==> config.mk <==
export PLATFORM = sky130hd
export DESIGN_NAME = radar_sweep_controller
export DESIGN_NICKNAME = d
export VERILOG_FILES = /design/src/rtl/rsc_pkg.sv /design/src/rtl/rsc_range_lane.sv /design/src/rtl/rsc_merge.sv /design/src/rtl/rsc_out_stage.sv /design/src/rtl/radar_sweep_controller.sv
export VERILOG_INCLUDE_DIRS = /design/src /design/src/rtl
export SDC_FILE = /design/constraint.sdc
export NUM_CORES = 1
export LEC_CHECK = 0
export BUFFER_PORTS_ARGS = -buffer_cell sky130_fd_sc_hd__buf_2
export CORE_ASPECT_RATIO = 2
export CORE_MARGIN = 4
export CORE_UTILIZATION = 25
export CTS_CLUSTER_DIAMETER = 80
export DETAILED_ROUTE_END_ITERATION = 7
export GPL_TIMING_DRIVEN = 0
export SLEW_MARGIN = 40
export SYNTH_ARGS = -nofsm -noshare
export SYNTH_HDL_FRONTEND = slang
export SYNTH_SLANG_ARGS = --single-unit
==> constraint.sdc <==
create_clock -name clk -period 9.85 [get_ports clk]
set_clock_uncertainty 0.15 [all_clocks]
set_input_delay 1.97 -clock clk [delete_from_list [all_inputs] [get_ports clk]]
set_output_delay 1.97 -clock clk [all_outputs]
set_load 0.005 [all_outputs]
==> src/rtl/radar_sweep_controller_defines.svh <==
// Assertion macros used by the radar sweep controller top level.
`ifndef RADAR_SWEEP_CONTROLLER_DEFINES_SVH
`define RADAR_SWEEP_CONTROLLER_DEFINES_SVH

// Check that cons holds in the same cycle as ante.
`define RSC_ASSERT_IMPLIES(lbl, ante, cons, msg) \
  lbl: assert property (@(posedge clk) disable iff (rst) (ante) |-> (cons)) \
    else $error(msg);

// Check that cons holds in the cycle after ante.
`define RSC_ASSERT_NEXT(lbl, ante, cons, msg) \
  lbl: assert property (@(posedge clk) disable iff (rst) (ante) |=> (cons)) \
    else $error(msg);

`endif

==> src/rtl/rsc_pkg.sv <==
// Types, constants and register codes of the radar sweep controller.
package rsc_pkg;

  localparam int ECHO_COUNT_WIDTH_DEF = 16;

  localparam int RANGE_W  = 14;
  localparam int ANGLE_W  = 8;
  localparam int STEP_W   = 6;
  localparam int PULSE_W  = 16;
  localparam int PPD_W    = 8;
  localparam int CM_W     = 7;

  // ticks * 1.085us * 34300cm/s / 2 * 100, as a 16-bit fraction
  localparam int                 RANGE_FACTOR_W = 17;
  localparam logic [16:0]        RANGE_FACTOR   = 17'd121948;
  localparam int                 RANGE_SHIFT    = 16;
  localparam logic [RANGE_W-1:0] RANGE_CLAMP    = 14'd9999;

  // x / 100 == (x * 5243) >> 19 for every x up to 9999
  localparam int          CM_RECIP_W = 13;
  localparam logic [12:0] CM_RECIP   = 13'd5243;
  localparam int          CM_SHIFT   = 19;

  localparam int CFG_INDEX_W = 3;
  localparam int CFG_DATA_W  = 16;

  typedef enum logic [CFG_INDEX_W-1:0] {
    REG_NEAR_LIMIT,
    REG_FAR_LIMIT,
    REG_ANGLE_STEP,
    REG_ANGLE_MAX,
    REG_PULSE_BASE,
    REG_PULSE_PER_DEG,
    REG_FRAME_LEN
  } reg_index_t;

  localparam logic [RANGE_W-1:0] NEAR_LIMIT_RST = 14'd200;
  localparam logic [RANGE_W-1:0] FAR_LIMIT_RST  = 14'd2000;
  localparam logic [STEP_W-1:0]  ANGLE_STEP_RST = 6'd5;
  localparam logic [ANGLE_W-1:0] ANGLE_MAX_RST  = 8'd180;
  localparam logic [PULSE_W-1:0] PULSE_BASE_RST = 16'd922;
  localparam logic [PPD_W-1:0]   PULSE_PPD_RST  = 8'd6;
  localparam logic [PULSE_W-1:0] FRAME_LEN_RST  = 16'd18433;

  localparam int OUT_FIELDS_W = ANGLE_W + 2 * PULSE_W + 2 * RANGE_W + 3 + CM_W;
  localparam int OUT_TDATA_W  = ((OUT_FIELDS_W + 7) / 8) * 8;

  typedef struct packed {
    logic [RANGE_W-1:0] near_limit;
    logic [RANGE_W-1:0] far_limit;
    logic [STEP_W-1:0]  angle_step;
    logic [ANGLE_W-1:0] angle_max;
    logic [PULSE_W-1:0] pulse_base;
    logic [PPD_W-1:0]   pulse_per_degree;
    logic [PULSE_W-1:0] frame_len;
  } cfg_t;

  typedef struct packed {
    logic [ANGLE_W-1:0] angle;
    logic [RANGE_W-1:0] range_a;
    logic [RANGE_W-1:0] range_b;
    logic               hit_a;
    logic               hit_b;
  } scan_t;

  typedef struct packed {
    logic [ANGLE_W-1:0] angle;
    logic               sweeping_up;
  } sweep_state_t;

endpackage

==> src/rtl/rsc_range_lane.sv <==
// One sensor lane: echo ticks to clamped distance and window hit.
module rsc_range_lane
  import rsc_pkg::*;
#(
  parameter int ECHO_W = ECHO_COUNT_WIDTH_DEF
) (
  input  logic [ECHO_W-1:0]  ticks,
  input  logic [RANGE_W-1:0] near_limit,
  input  logic [RANGE_W-1:0] far_limit,
  output logic [RANGE_W-1:0] range,
  output logic               hit
);

  localparam int PROD_W   = ECHO_W + RANGE_FACTOR_W;
  localparam int SCALED_W = PROD_W - RANGE_SHIFT;
  localparam int CMP_W    = (SCALED_W > RANGE_W) ? SCALED_W : RANGE_W;

  logic [PROD_W-1:0]   product;
  logic [SCALED_W-1:0] scaled;
  logic [CMP_W-1:0]    scaled_ext;

  assign product    = PROD_W'(ticks) * PROD_W'(RANGE_FACTOR);
  assign scaled     = product[PROD_W-1:RANGE_SHIFT];
  assign scaled_ext = CMP_W'(scaled);

  always_comb begin
    if (scaled_ext > CMP_W'(RANGE_CLAMP)) begin
      range = RANGE_CLAMP;
    end else begin
      range = scaled_ext[RANGE_W-1:0];
    end
  end

  assign hit = (range > near_limit) && (range < far_limit);

endmodule

==> src/rtl/rsc_merge.sv <==
// Sweep state and the scan register that combines both lane results.
module rsc_merge
  import rsc_pkg::*;
(
  input  logic               clk,
  input  logic               rst,
  input  cfg_t               cfg,
  input  logic               in_valid,
  output logic               in_ready,
  input  logic [RANGE_W-1:0] range_a,
  input  logic [RANGE_W-1:0] range_b,
  input  logic               hit_a,
  input  logic               hit_b,
  output logic               scan_valid,
  input  logic               scan_ready,
  output scan_t              scan,
  output sweep_state_t       sweep
);

  logic               accept;
  logic [ANGLE_W:0]   angle_up;
  logic [ANGLE_W:0]   angle_moved;
  logic [ANGLE_W-1:0] angle_next;
  logic               sweeping_up_next;

  assign in_ready = !scan_valid || scan_ready;
  assign accept   = in_valid && in_ready;

  assign angle_up = {1'b0, sweep.angle} + (ANGLE_W + 1)'(cfg.angle_step);

  always_comb begin
    if (sweep.sweeping_up) begin
      angle_moved = angle_up;
    end else if (sweep.angle >= ANGLE_W'(cfg.angle_step)) begin
      angle_moved = {1'b0, sweep.angle - ANGLE_W'(cfg.angle_step)};
    end else begin
      angle_moved = '0;
    end
    if (angle_moved > {1'b0, cfg.angle_max}) begin
      angle_next = cfg.angle_max;
    end else begin
      angle_next = angle_moved[ANGLE_W-1:0];
    end
  end

  // B wins over A; the end stops win over both
  always_comb begin
    sweeping_up_next = sweep.sweeping_up;
    if (hit_a) begin
      sweeping_up_next = 1'b0;
    end
    if (hit_b) begin
      sweeping_up_next = 1'b1;
    end
    if (angle_next == cfg.angle_max) begin
      sweeping_up_next = 1'b0;
    end else if (angle_next == '0) begin
      sweeping_up_next = 1'b1;
    end
  end

  always_ff @(posedge clk) begin
    if (rst) begin
      sweep.angle       <= '0;
      sweep.sweeping_up <= 1'b1;
      scan_valid        <= 1'b0;
    end else begin
      if (accept) begin
        sweep.angle       <= angle_next;
        sweep.sweeping_up <= sweeping_up_next;
        scan_valid        <= 1'b1;
      end else if (scan_ready) begin
        scan_valid <= 1'b0;
      end
    end
  end

  always_ff @(posedge clk) begin
    if (accept) begin
      scan.angle   <= angle_next;
      scan.range_a <= range_a;
      scan.range_b <= range_b;
      scan.hit_a   <= hit_a;
      scan.hit_b   <= hit_b;
    end
  end

endmodule

==> src/rtl/rsc_out_stage.sv <==
// Servo timing, centimetre conversion and the output register.
module rsc_out_stage
  import rsc_pkg::*;
(
  input  logic                   clk,
  input  logic                   rst,
  input  cfg_t                   cfg,
  input  logic                   scan_valid,
  output logic                   scan_ready,
  input  scan_t                  scan,
  output logic                   m_tvalid,
  input  logic                   m_tready,
  output logic [OUT_TDATA_W-1:0] m_tdata
);

  localparam int CM_PROD_W = RANGE_W + CM_RECIP_W;
  localparam int PAD_W     = OUT_TDATA_W - OUT_FIELDS_W;

  logic                 load;
  logic [PULSE_W-1:0]   angle_pulse;
  logic [PULSE_W:0]     high_sum;
  logic [PULSE_W-1:0]   high_ticks;
  logic [PULSE_W-1:0]   low_ticks;
  logic [CM_PROD_W-1:0] cm_prod;
  logic [CM_W-1:0]      range_cm;
  logic                 alarm;

  assign scan_ready = !m_tvalid || m_tready;
  assign load       = scan_valid && scan_ready;

  assign angle_pulse = PULSE_W'(scan.angle) * PULSE_W'(cfg.pulse_per_degree);
  assign high_sum    = {1'b0, cfg.pulse_base} + {1'b0, angle_pulse};
  assign high_ticks  = high_sum[PULSE_W] ? '1 : high_sum[PULSE_W-1:0];
  assign low_ticks   = (cfg.frame_len > high_ticks) ? cfg.frame_len - high_ticks : '0;

  assign cm_prod  = CM_PROD_W'(scan.range_a) * CM_PROD_W'(CM_RECIP);
  assign range_cm = cm_prod[CM_SHIFT + CM_W - 1:CM_SHIFT];
  assign alarm    = scan.hit_a || scan.hit_b;

  always_ff @(posedge clk) begin
    if (rst) begin
      m_tvalid <= 1'b0;
    end else if (load) begin
      m_tvalid <= 1'b1;
    end else if (m_tready) begin
      m_tvalid <= 1'b0;
    end
  end

  always_ff @(posedge clk) begin
    if (load) begin
      m_tdata <= {PAD_W'(0), range_cm, alarm, scan.hit_b, scan.hit_a,
                  scan.range_b, scan.range_a, low_ticks, high_ticks, scan.angle};
    end
  end

endmodule

==> src/rtl/radar_sweep_controller.sv <==
// Radar sweep controller top level: config registers, two range lanes, merge, output.
//
//  channel   | signals                            | content
//  ----------+------------------------------------+---------------------------------
//  scan in   | s_tvalid s_tready s_tdata          | one scan: both echo tick counts
//  result    | m_tvalid m_tready m_tdata          | angle, servo ticks, ranges, flags
//  config    | cfg_wr_en cfg_index cfg_data       | register writes, no read-back
//
// One scan per cycle sustained while m_tready holds; a scan passes the scan register, then the output register.
// First: both range lanes multiply and compare while the angle and direction update, into the scan register.
// Then: servo pulse multiply and the /100 reciprocal multiply fill the output register.
// Reset (rst, synchronous) sets the angle to 0, sweeping up, and registers to defaults.
// A stalled result holds; a new scan is still taken while the scan register can move on.
module radar_sweep_controller
  import rsc_pkg::*;
#(
  parameter int ECHO_COUNT_WIDTH = ECHO_COUNT_WIDTH_DEF,
  localparam int IN_TDATA_W = ((2 * ECHO_COUNT_WIDTH + 7) / 8) * 8
) (
  input  logic                   clk,
  input  logic                   rst,
  input  logic                   s_tvalid,
  output logic                   s_tready,
  // echo_ticks_a, echo_ticks_b, zero fill
  input  logic [IN_TDATA_W-1:0]  s_tdata,
  output logic                   m_tvalid,
  input  logic                   m_tready,
  // sweep_angle, servo_high_ticks, servo_low_ticks, range_a, range_b,
  // hit_a, hit_b, alarm, range_a_cm, zero fill
  output logic [OUT_TDATA_W-1:0] m_tdata,
  input  logic                   cfg_wr_en,
  input  logic [CFG_INDEX_W-1:0] cfg_index,
  input  logic [CFG_DATA_W-1:0]  cfg_data
);

`include "radar_sweep_controller_defines.svh"

  cfg_t               cfg;
  logic [RANGE_W-1:0] lane_range [2];
  logic               lane_hit [2];
  logic [ECHO_COUNT_WIDTH-1:0] lane_ticks [2];
  logic               scan_valid;
  logic               scan_ready;
  scan_t              scan;
  sweep_state_t       sweep;

  always_ff @(posedge clk) begin
    if (rst) begin
      cfg.near_limit       <= NEAR_LIMIT_RST;
      cfg.far_limit        <= FAR_LIMIT_RST;
      cfg.angle_step       <= ANGLE_STEP_RST;
      cfg.angle_max        <= ANGLE_MAX_RST;
      cfg.pulse_base       <= PULSE_BASE_RST;
      cfg.pulse_per_degree <= PULSE_PPD_RST;
      cfg.frame_len        <= FRAME_LEN_RST;
    end else if (cfg_wr_en) begin
      case (reg_index_t'(cfg_index))
        REG_NEAR_LIMIT:    cfg.near_limit       <= cfg_data[RANGE_W-1:0];
        REG_FAR_LIMIT:     cfg.far_limit        <= cfg_data[RANGE_W-1:0];
        REG_ANGLE_STEP:    cfg.angle_step       <= cfg_data[STEP_W-1:0];
        REG_ANGLE_MAX:     cfg.angle_max        <= cfg_data[ANGLE_W-1:0];
        REG_PULSE_BASE:    cfg.pulse_base       <= cfg_data[PULSE_W-1:0];
        REG_PULSE_PER_DEG: cfg.pulse_per_degree <= cfg_data[PPD_W-1:0];
        REG_FRAME_LEN:     cfg.frame_len        <= cfg_data[PULSE_W-1:0];
        default: ;
      endcase
    end
  end

  assign lane_ticks[0] = s_tdata[ECHO_COUNT_WIDTH-1:0];
  assign lane_ticks[1] = s_tdata[2*ECHO_COUNT_WIDTH-1:ECHO_COUNT_WIDTH];

  for (genvar i = 0; i < 2; i++) begin : g_lane
    rsc_range_lane #(
      .ECHO_W(ECHO_COUNT_WIDTH)
    ) u_lane (
      .ticks      (lane_ticks[i]),
      .near_limit (cfg.near_limit),
      .far_limit  (cfg.far_limit),
      .range      (lane_range[i]),
      .hit        (lane_hit[i])
    );
  end

  rsc_merge u_merge (
    .clk        (clk),
    .rst        (rst),
    .cfg        (cfg),
    .in_valid   (s_tvalid),
    .in_ready   (s_tready),
    .range_a    (lane_range[0]),
    .range_b    (lane_range[1]),
    .hit_a      (lane_hit[0]),
    .hit_b      (lane_hit[1]),
    .scan_valid (scan_valid),
    .scan_ready (scan_ready),
    .scan       (scan),
    .sweep      (sweep)
  );

  rsc_out_stage u_out (
    .clk        (clk),
    .rst        (rst),
    .cfg        (cfg),
    .scan_valid (scan_valid),
    .scan_ready (scan_ready),
    .scan       (scan),
    .m_tvalid   (m_tvalid),
    .m_tready   (m_tready),
    .m_tdata    (m_tdata)
  );

  `RSC_ASSERT_IMPLIES(a_angle_in_sweep, scan_valid, scan.angle <= cfg.angle_max,
                      "scan angle above angle_max")
  `RSC_ASSERT_IMPLIES(a_hit_in_window, scan_valid && scan.hit_a,
                      scan.range_a > cfg.near_limit && scan.range_a < cfg.far_limit,
                      "hit_a set outside the detection window")
  `RSC_ASSERT_IMPLIES(a_floor_turns_up,
                      scan_valid && sweep.angle == '0 && cfg.angle_max != '0,
                      sweep.sweeping_up, "sweep at zero degrees not turned upward")

endmodule
==> results of run 1 <==
-- registers in the layout, indices dropped and copies added, names as in the netlist --
signal	count
cfg	82
u_out.m_tdata	78
u_merge.scan	38
u_merge.sweep	9
u_merge.scan_valid	1
u_out.m_tvalid	1
-- cell families (layout without fill, tap and decap cells) --
logic type,after synthesis,after routing
AO/OA/AOI/OAI,386,386
XOR/XNOR,77,77
adder cells (fa/ha/maj),752,752
buffers and inverters,548,738
flip-flops,209,209
multiplexers,19,19
other,1,2
AND/OR/NAND/NOR,584,584
-- cell usage after synthesis (all sizes together) (16+ instances only) --
master,count
inv,503
ha,467
fa,284
nand2,246
a21oi,152
edfxtp,116
nor2,113
dfxtp,93
o21ai,63
xnor2,48
clkbuf,43
and2,41
a21o,39
nand2b,33
nand3,29
xor2,29
nor3,25
nor2b,24
a211o,18
nand4,18
o21a,16
-- what timing repair did --
item | in CTS | in global routing
gates cloned | 0 | 0
setup endpoints to repair | 3 | 18
pin swaps | 14 | 29
resized for setup | 44 | 39
setup buffers | 6 | 15
-- stage by stage --
step	setup WS, ns	TNS (ns)	cell area (um^2)	instances
floorplan	0.0218	0	25200	2577
global placement	-1.55	-4.26	27500	4037
detailed placement	-1.57	-4.35	27700	4043
CTS	-0.224	-0.317	28500	4085
global route	-0.355	-0.667	28700	4095
finish	0.0160	0	28700	4095
-- area by class of cell --
cell class / count / area, um^2 / area share (%)
clock inverter: 13 / 87.6 / 0.305
clock buffer: 23 / 543 / 1.89
tap: 1328 / 1660 / 5.78
sequential: 209 / 5350 / 18.6
buffer: 42 / 179 / 0.622
multi-input combinational: 1820 / 18100 / 62.8
inverter: 503 / 1890 / 6.57
timing repair buffer: 157 / 985 / 3.43
-- per-layer routing --
layer	GRT usage [%]	vias to the layer above	part of all wire, %
met3	1.39	166	3.5
met2	26.8	367	57
met4	6.11	10	5.4
li1	-	8852	-
met5	0	-	0.066
met1	12.4	8932	34
-- worst reg2reg max path: cells and delay by family (launching register included) --
kind            cells  cell delay [ns]
buf+inv             7             1.21
fa+ha+maj           7             2.62
compound gates     15             3.20
mux                 1             0.15
flops               1             0.47
simple gates        8             1.07
-- path summary, 6_finish.rpt --
path / slack [ns] / cells after the start / start / endpoint
max: 0.02 / 34 / s_tdata[4] / u_merge.scan[1]$_DFFE_PP_
max reg2reg: 0.72 / 38 / cfg[17]$_SDFFE_PP1P_ / u_out.m_tdata[38]$_SDFFCE_PP0P_
min reg2reg: 0.27 / 0 / u_merge.scan[2]$_DFFE_PP_ / u_out.m_tdata[54]$_DFFE_PP_
min: 0.27 / 0 / u_merge.scan[2]$_DFFE_PP_ / u_out.m_tdata[54]$_DFFE_PP_
==> run metrics, run 1 <==
Hold Buf Count CTS=0; crit path DAT=~10 ns; clock sink count=around 210; Pre-antenna DRT Iters=5; Filler cells=between 10000 and 15000; DIE AREA=between 0.1 and 0.15 mm^2; total clock buffers created by CTS=20; CP max stage delay=0.61 ns; 1st-iter DRT viols=just over 700; gr usage total=around 13%; post-route ant nets=0; core area=0.0999 mm^2; CTS tree=yes; post-synth top area share=23.2%; commonest non-fill, non-tap cell in the layout=inv_1; Compound-Gate Fraction of Synth Area=between 10% and 20%; H-tree Lvls=1; number of global-route vias before repair=19600; Netlist Area Pre-Place=roughly 0.025 mm^2; synth top area cells=ha_1, fa_1, edfxtp_1, inv_1, dfxtp_1; XOR/XNOR share of the synthesized area=under 10%; main combinational cell family by area after synthesis=adder cells; Final Hold Fails=0; cell row count=between 150 and 200; crit start category=input pin; Die Ht=456 um; clock latency on the worst-skew pair=roughly 0.54 ns; Antenna Cells=0; via/cell ratio=4.48; Fmax=0.102 GHz; mean post-synth cell area=between 9 and 10 um^2; headroom to the max-slew limit=between 40% and 50%; largest area contributor in the netlist=ha_1; Cell variety after synth=84; I/O pins=138; # port buffers=about 130; final wirelength=about 70 mm; max cap viols=0; Setup crit end kind=flip-flop; post-synthesis adder-cell area fraction=a little under half; simple-gate share of the synthesized area=between 10 and 15%; largest net degree at the start of global routing=40; hold_ws=about 0.27 ns; CP dominant cell by count=fa_1; drt drc=0; placer congestion estimate=between 0.8 and 0.9; period utilisation layout=between 90% and 100%; Seq/Total Area, Yosys=about a fifth; final core occ=between 20% and 30%; DR WL/cell=between 15 and 20 um; CP max stage cell=or4b_4; Syn Inst Count=roughly 2600; Via Count=between 15000 and 20000; CP bufs+invs=7; RSZ-0062 raised after global routing=true; initial antenna violation count=6; maximum fanout along the worst path=7; final slew viol count=0; number of synthesized flops with an enable pin=around 120; hpwl dp=slightly above 60 mm; Post-synth ARST share=0%; first-pass GRT wire length=about 110 mm; min Tclk post-route=slightly below 10 ns; root buf cell=clkbuf_16; total global routing overflow=0; fraction of synthesized area in multiplexers=less than 1%; synth-to-layout area growth=14.3%; CP required=~10 ns; Yosys warnings=0; CP Class=input pin to flip-flop; Clock Tree Buf Depth=3; Synth Flop Type=edfxtp_1; fin nets=~3600; Initial Utilization=about 25%; Hold WC Path Type=flip-flop to flip-flop; Crit path max-delay family=adder cells; status=complete, no violations; Chip Width=approximately 230 um; Slew @ Worst Pin=approximately 0.8 ns; number of setup violations in the final report=0; most frequent cells in the layout=inv_1, ha_1, fa_1; Clock transition at path regs=around 0.07 ns; post-synthesis register bit count=around 210; share of cells above drive strength 1=roughly 10%
Power of run 1 is left out: the tool's default activity adds up to more than one toggle a clock period on the data nets, which glitch-free logic cannot reach.
==> run 2: changes to the inputs <==
- CELL_PAD_IN_SITES_DETAIL_PLACEMENT: unset -> 1
- CELL_PAD_IN_SITES_GLOBAL_PLACEMENT: unset -> 1
- PLACE_DENSITY_LB_ADDON: unset -> 0.1
==> run metrics, run 2 (same netlist as run 1, synthesis figures left out) <==
CP max stage delay=0.68 ns (+0.07 ns); final cell count without fillers=4120 (+0.61%); Clock Tree Buf Depth=3 (unchanged); most frequent cells in the layout=inv_1, ha_1, fa_1; post-route ant nets=0 (unchanged); Initial Utilization=25.2% (unchanged); headroom to the max-slew limit=42.2% (-3.8 points); CTS tree=yes; crit path DAT=9.89 ns (-0.09 ns); period utilisation layout=98.7% (-1.1 points); DIE AREA=0.106 mm^2 (unchanged); final slew viol count=0 (unchanged); CP max stage cell=fa_2; I/O pins=138 (unchanged); commonest non-fill, non-tap cell in the layout=inv_1; area of the multi-input gates=0.0183 mm^2 (+1.5%); cell row count=164 (unchanged); number of global-route vias before repair=21600 (+9.9%); root buf cell=clkbuf_16; status=complete, no violations; 1st-iter DRT viols=496 (-30%); Fmax=0.103 GHz (+1.1%); final core occ=29.4% (+0.63 points); CP Class=input pin to flip-flop; max reg flops=82 (unchanged); share of cells above drive strength 1=12.4% (+2.3 points); via/cell ratio=4.49 (+0.39%); CP required=10.01 ns (about the same); Chip Width=232 um (unchanged); first-pass GRT wire length=128 mm (+20%); Clock transition at path regs=0.07 ns (about the same); dpl cell area=0.0276 mm^2 (-0.19%); Regs by FF count=cfg: 82 flops, u_out.m_tdata: 78 flops, u_merge.scan: 38 flops; Setup crit end kind=flip-flop; min Tclk post-route=9.72 ns (-0.112 ns); Slew @ Worst Pin=0.858 ns (+0.0486 ns); largest register by flop count=cfg; fin nets=3581 (+0.59%); clock latency on the worst-skew pair=0.56 ns (+0.02 ns); Final Hold Fails=0 (unchanged); max cap viols=0 (unchanged); placed cells=4043 (unchanged); largest net degree at the start of global routing=30 (-25%); Via Count=18500 (+1.0%); CP dominant cell by count=a21o_1; maximum fanout along the worst path=6 (-1); H-tree Lvls=1 (unchanged); total global routing overflow=0 (unchanged); Filler cells=11500 (+9.5%); crit start category=input pin; drt drc=0 (unchanged); placer congestion estimate=0.833 (-5.7%); Post-Layout Inst Area=0.0294 mm^2 (+2.2%); # port buffers=132 (unchanged); initial antenna violation count=1 (-5); final wirelength=83.9 mm (+20%); sequential cell area=0.00535 mm^2 (unchanged); CP bufs+invs=6 (-1); DR WL/cell=20.4 um (+20%); clock sink count=209 (unchanged); total clock buffers created by CTS=23 (+15%); hpwl dp=73.5 mm (+22%); Crit path max-delay family=adder cells; synth-to-layout area growth=16.8%; core area=0.0999 mm^2 (unchanged); Hold Buf Count CTS=0 (unchanged); Hold WC Path Type=flip-flop to flip-flop; number of setup violations in the final report=0 (unchanged); RSZ-0062 raised after global routing=true; Pre-antenna DRT Iters=4 (-1); Die Ht=456 um (unchanged); gr usage total=15.8% (+2.8 points)
## run 2: changes by cell type in the layout (fill, tap and decap cells not counted), sizes merged
cell,previous run,this run
clkbuf,64,70
bufinv,0,4
inv,507,504
buf,158,174
clkinvlp,2,3
diode,0,1
## run 2: worst register-to-register path: cells and delay by family (launching register included)
kind,cells,cell delay [ns]
compound gates,15,3.28
fa+ha+maj,7,2.60
buf+inv,6,1.08
flops,1,0.48
mux,1,0.15
simple gates,8,1.27
## run 2: layout make-up
type,count,area share [%]
multi-input cells,1820,62.4
flip-flops and latches,209,18.2
inverters,503,6.43
well taps,1328,5.66
repair buffers,176,3.84
clock buffers,27,2.23
clock inverters,15,0.660
plain buffers,41,0.605
diodes,1,0.00852
## run 2: per-stage QoR
step,hold WS [ns],TNS (ns),worst slack (ns)
finish,0.268,0,0.128
global route,0.276,-0.273,-0.122
CTS,0.267,-0.390,-0.197
detailed placement,0.257,-10.54,-1.83
global placement,0.253,-10.53,-1.98
floorplan,0.250,0,0.0218
## run 2: path summary, 6_finish.rpt
check,endpoint,slack (ns),depth (start not counted),startpoint
worst max register to register,u_out.m_tdata[32]$_SDFFCE_PP0P_,0.61,37,u_merge.scan[33]$_DFFE_PP_
worst max-delay path,u_merge.scan[1]$_DFFE_PP_,0.13,34,s_tdata[1]
worst min-delay path,u_out.m_tdata[63]$_DFFE_PP_,0.27,0,u_merge.scan[11]$_DFFE_PP_
worst min register to register,u_out.m_tdata[63]$_DFFE_PP_,0.27,0,u_merge.scan[11]$_DFFE_PP_
## run 2: repair_timing
action | 4_1_cts | 5_1_grt
setup buffers | 13 | 25
gates resized for setup | 53 | 96
endpoints found under the setup margin | 18 | 18
pin swaps | 17 | 66
## run 2: per-layer routing
metal	share of wire, %	track usage [%]	up-vias
met5	0	0	-
met4	2.3	3.57	0
met3	1.9	0.917	72
met2	61	35.0	204
met1	34	15.1	9344
li1	-	-	8891
Power of run 2 is left out for the same reason.
==> run 3: changes to the inputs <==
- CORE_UTILIZATION: 25 -> 45
- PLACE_DENSITY: unset -> 0.84
- PLACE_DENSITY_LB_ADDON: 0.1 -> unset
==> run metrics, run 3 (same netlist as run 1, synthesis figures left out) <==
CP Class=input pin to flip-flop; via/cell ratio=5.55 (+24%); WHS Path Cells=0 (unchanged); initial antenna violation count=1 (unchanged); number of global-route vias before repair=23000 (+6.6%); hpwl dp=65.2 mm (-11%); maximum fanout along the worst path=7 (+1); RSZ-0062 raised after global routing=true; Post-Route Setup TNS=-0.334 ns (-0.334 ns); Regs by FF count=cfg: 82 flops, u_out.m_tdata: 78 flops, u_merge.scan: 38 flops; synth-to-layout area growth=11.7%; drt drc=0 (unchanged); status=finished, violations left; Post-Layout Inst Area=0.0281 mm^2 (-4.4%); Hold Buf Count CTS=0 (unchanged); period utilisation layout=102% (+3.0 points); number of setup violations in the final report=2 (+2); post-route ant nets=0 (unchanged); failing checks=setup timing; r2r startpoint=u_merge.scan[32]$_DFFE_PP_; Final Hold Fails=0 (unchanged); Die Ht=342 um (-25%); gr usage total=25.5% (+9.7 points); WHS Endpoint=u_out.m_tdata[55]$_DFFE_PP_; dpl cell area=0.0269 mm^2 (-2.6%); crit path DAT=10.26 ns (+0.37 ns); max cap viols=0 (unchanged); CP max stage delay=0.59 ns (-0.09 ns); 1st-iter DRT viols=722 (+46%); final worst slack=-0.169 ns (-0.297 ns); crit start category=input pin; placed cells=3458 (-14%); Initial Utilization=45.4% (+20 points); largest net degree at the start of global routing=41 (+37%); Worst R2R End=u_out.m_tdata[39]$_SDFFCE_PP0P_; placer congestion estimate=0.929 (+12%); clock sink count=209 (unchanged); DIE AREA=0.0599 mm^2 (-43%); max reg flops=82 (unchanged); root buf cell=clkbuf_16; core area=0.0554 mm^2 (-45%); Slew @ Worst Pin=0.820 ns (-0.0381 ns); final wirelength=76.5 mm (-8.8%); DR WL/cell=21.8 um (+6.9%); total clock buffers created by CTS=19 (-17%); commonest non-fill, non-tap cell in the layout=inv_1; Via Count=19500 (+5.4%); final cell count without fillers=3514 (-15%); CP dominant cell by count=fa_1; Clock transition at path regs=0.07 ns (about the same); Hold WC Path Type=flip-flop to flip-flop; Antenna Cells=0 (-1); first-pass GRT wire length=120 mm (-6.3%); Filler cells=6318 (-45%); total global routing overflow=0 (unchanged); # port buffers=132 (unchanged); Clock Tree Buf Depth=3 (unchanged); I/O pins=138 (unchanged); Worst Hold Launch=u_merge.scan[3]$_DFFE_PP_; min Tclk post-route=10.02 ns (+0.297 ns); hold_ws=0.276 ns (+0.00773 ns); cell row count=122 (-26%); H-tree Lvls=1 (unchanged); headroom to the max-slew limit=45.2% (+3.0 points); fin nets=3564 (-0.47%); Setup crit end kind=flip-flop; largest register by flop count=cfg; CP max stage cell=or4b_4; CTS tree=yes; share of cells above drive strength 1=10.9% (-1.4 points); Chip Width=175 um (-25%); CP required=10.09 ns (+0.08 ns); most frequent cells in the layout=inv_1, ha_1, fa_1; Pre-antenna DRT Iters=5 (+1); final slew viol count=0 (unchanged); Fmax=0.0998 GHz (-3.0%); R2R cell count=36 (-2.7%); clock latency on the worst-skew pair=0.51 ns (-0.05 ns); R2R Setup Slk=0.64 ns (+0.03 ns)
[run 3: worst max path at each step]
stage | slack (ns) | from | cells after the start | to
2_1_floorplan | 0.02 | s_tdata[5] | 34 | u_merge.sweep[0]$_SDFFE_PP1P_
3_3_place_gp | -1.23 | s_tdata[19] | 33 | u_merge.sweep[0]$_SDFFE_PP1P_
3_5_place_dp | -1.58 | s_tdata[19] | 33 | u_merge.sweep[0]$_SDFFE_PP1P_
4_1_cts | -0.23 | s_tdata[21] | 35 | u_merge.sweep[0]$_SDFFE_PP1P_
5_1_grt | -0.44 | s_tdata[4] | 35 | u_merge.scan[1]$_DFFE_PP_
6_report | -0.17 | s_tdata[4] | 36 | u_merge.sweep[0]$_SDFFE_PP1P_
[run 3: what timing repair did]
action / CTS / global route
resized for setup: 60 / 52
buffers inserted: 16 / 12
pin swaps: 26 / 37
hold endpoints to repair: 0 / 0
endpoints found under the setup margin: 4 / 18
[run 3: layout make-up]
| type | count | area, um^2 | share of cell area (%) |
|---|---|---|---|
| Buffer | 41 | 178 | 0.632 |
| Clock buffer | 22 | 487 | 1.73 |
| Clock inverter | 12 | 93.8 | 0.334 |
| Inverter | 503 | 1890 | 6.72 |
| Multi-Input combinational cell | 1820 | 18200 | 64.6 |
| Sequential cell | 209 | 5350 | 19.0 |
| Tap cell | 744 | 931 | 3.31 |
| Timing Repair Buffer | 163 | 1010 | 3.58 |
[run 3: through the flow]
step | setup slack (ns) | util [%]
6_report | -0.169 | 50.7
2_1_floorplan | 0.0218 | -
3_3_place_gp | -1.23 | 48.3
4_1_cts | -0.231 | 50.2
3_5_place_dp | -1.58 | 48.5
5_1_grt | -0.443 | 50.7
[run 3: routing by layer]
layer,share of wire [%],global-route usage (%)
met1,31,22.7
met2,57,51.6
met3,2.7,2.35
met4,9.0,18.6
met5,0.018,0
[run 3: worst max-delay path, delay by kind of cell]
kind / cells / cell delay (ns)
compound gates: 15 / 2.57
fa+ha+maj: 8 / 3.69
buf+inv: 6 / 0.54
simple gates: 7 / 1.47
Power of run 3 is left out for the same reason.
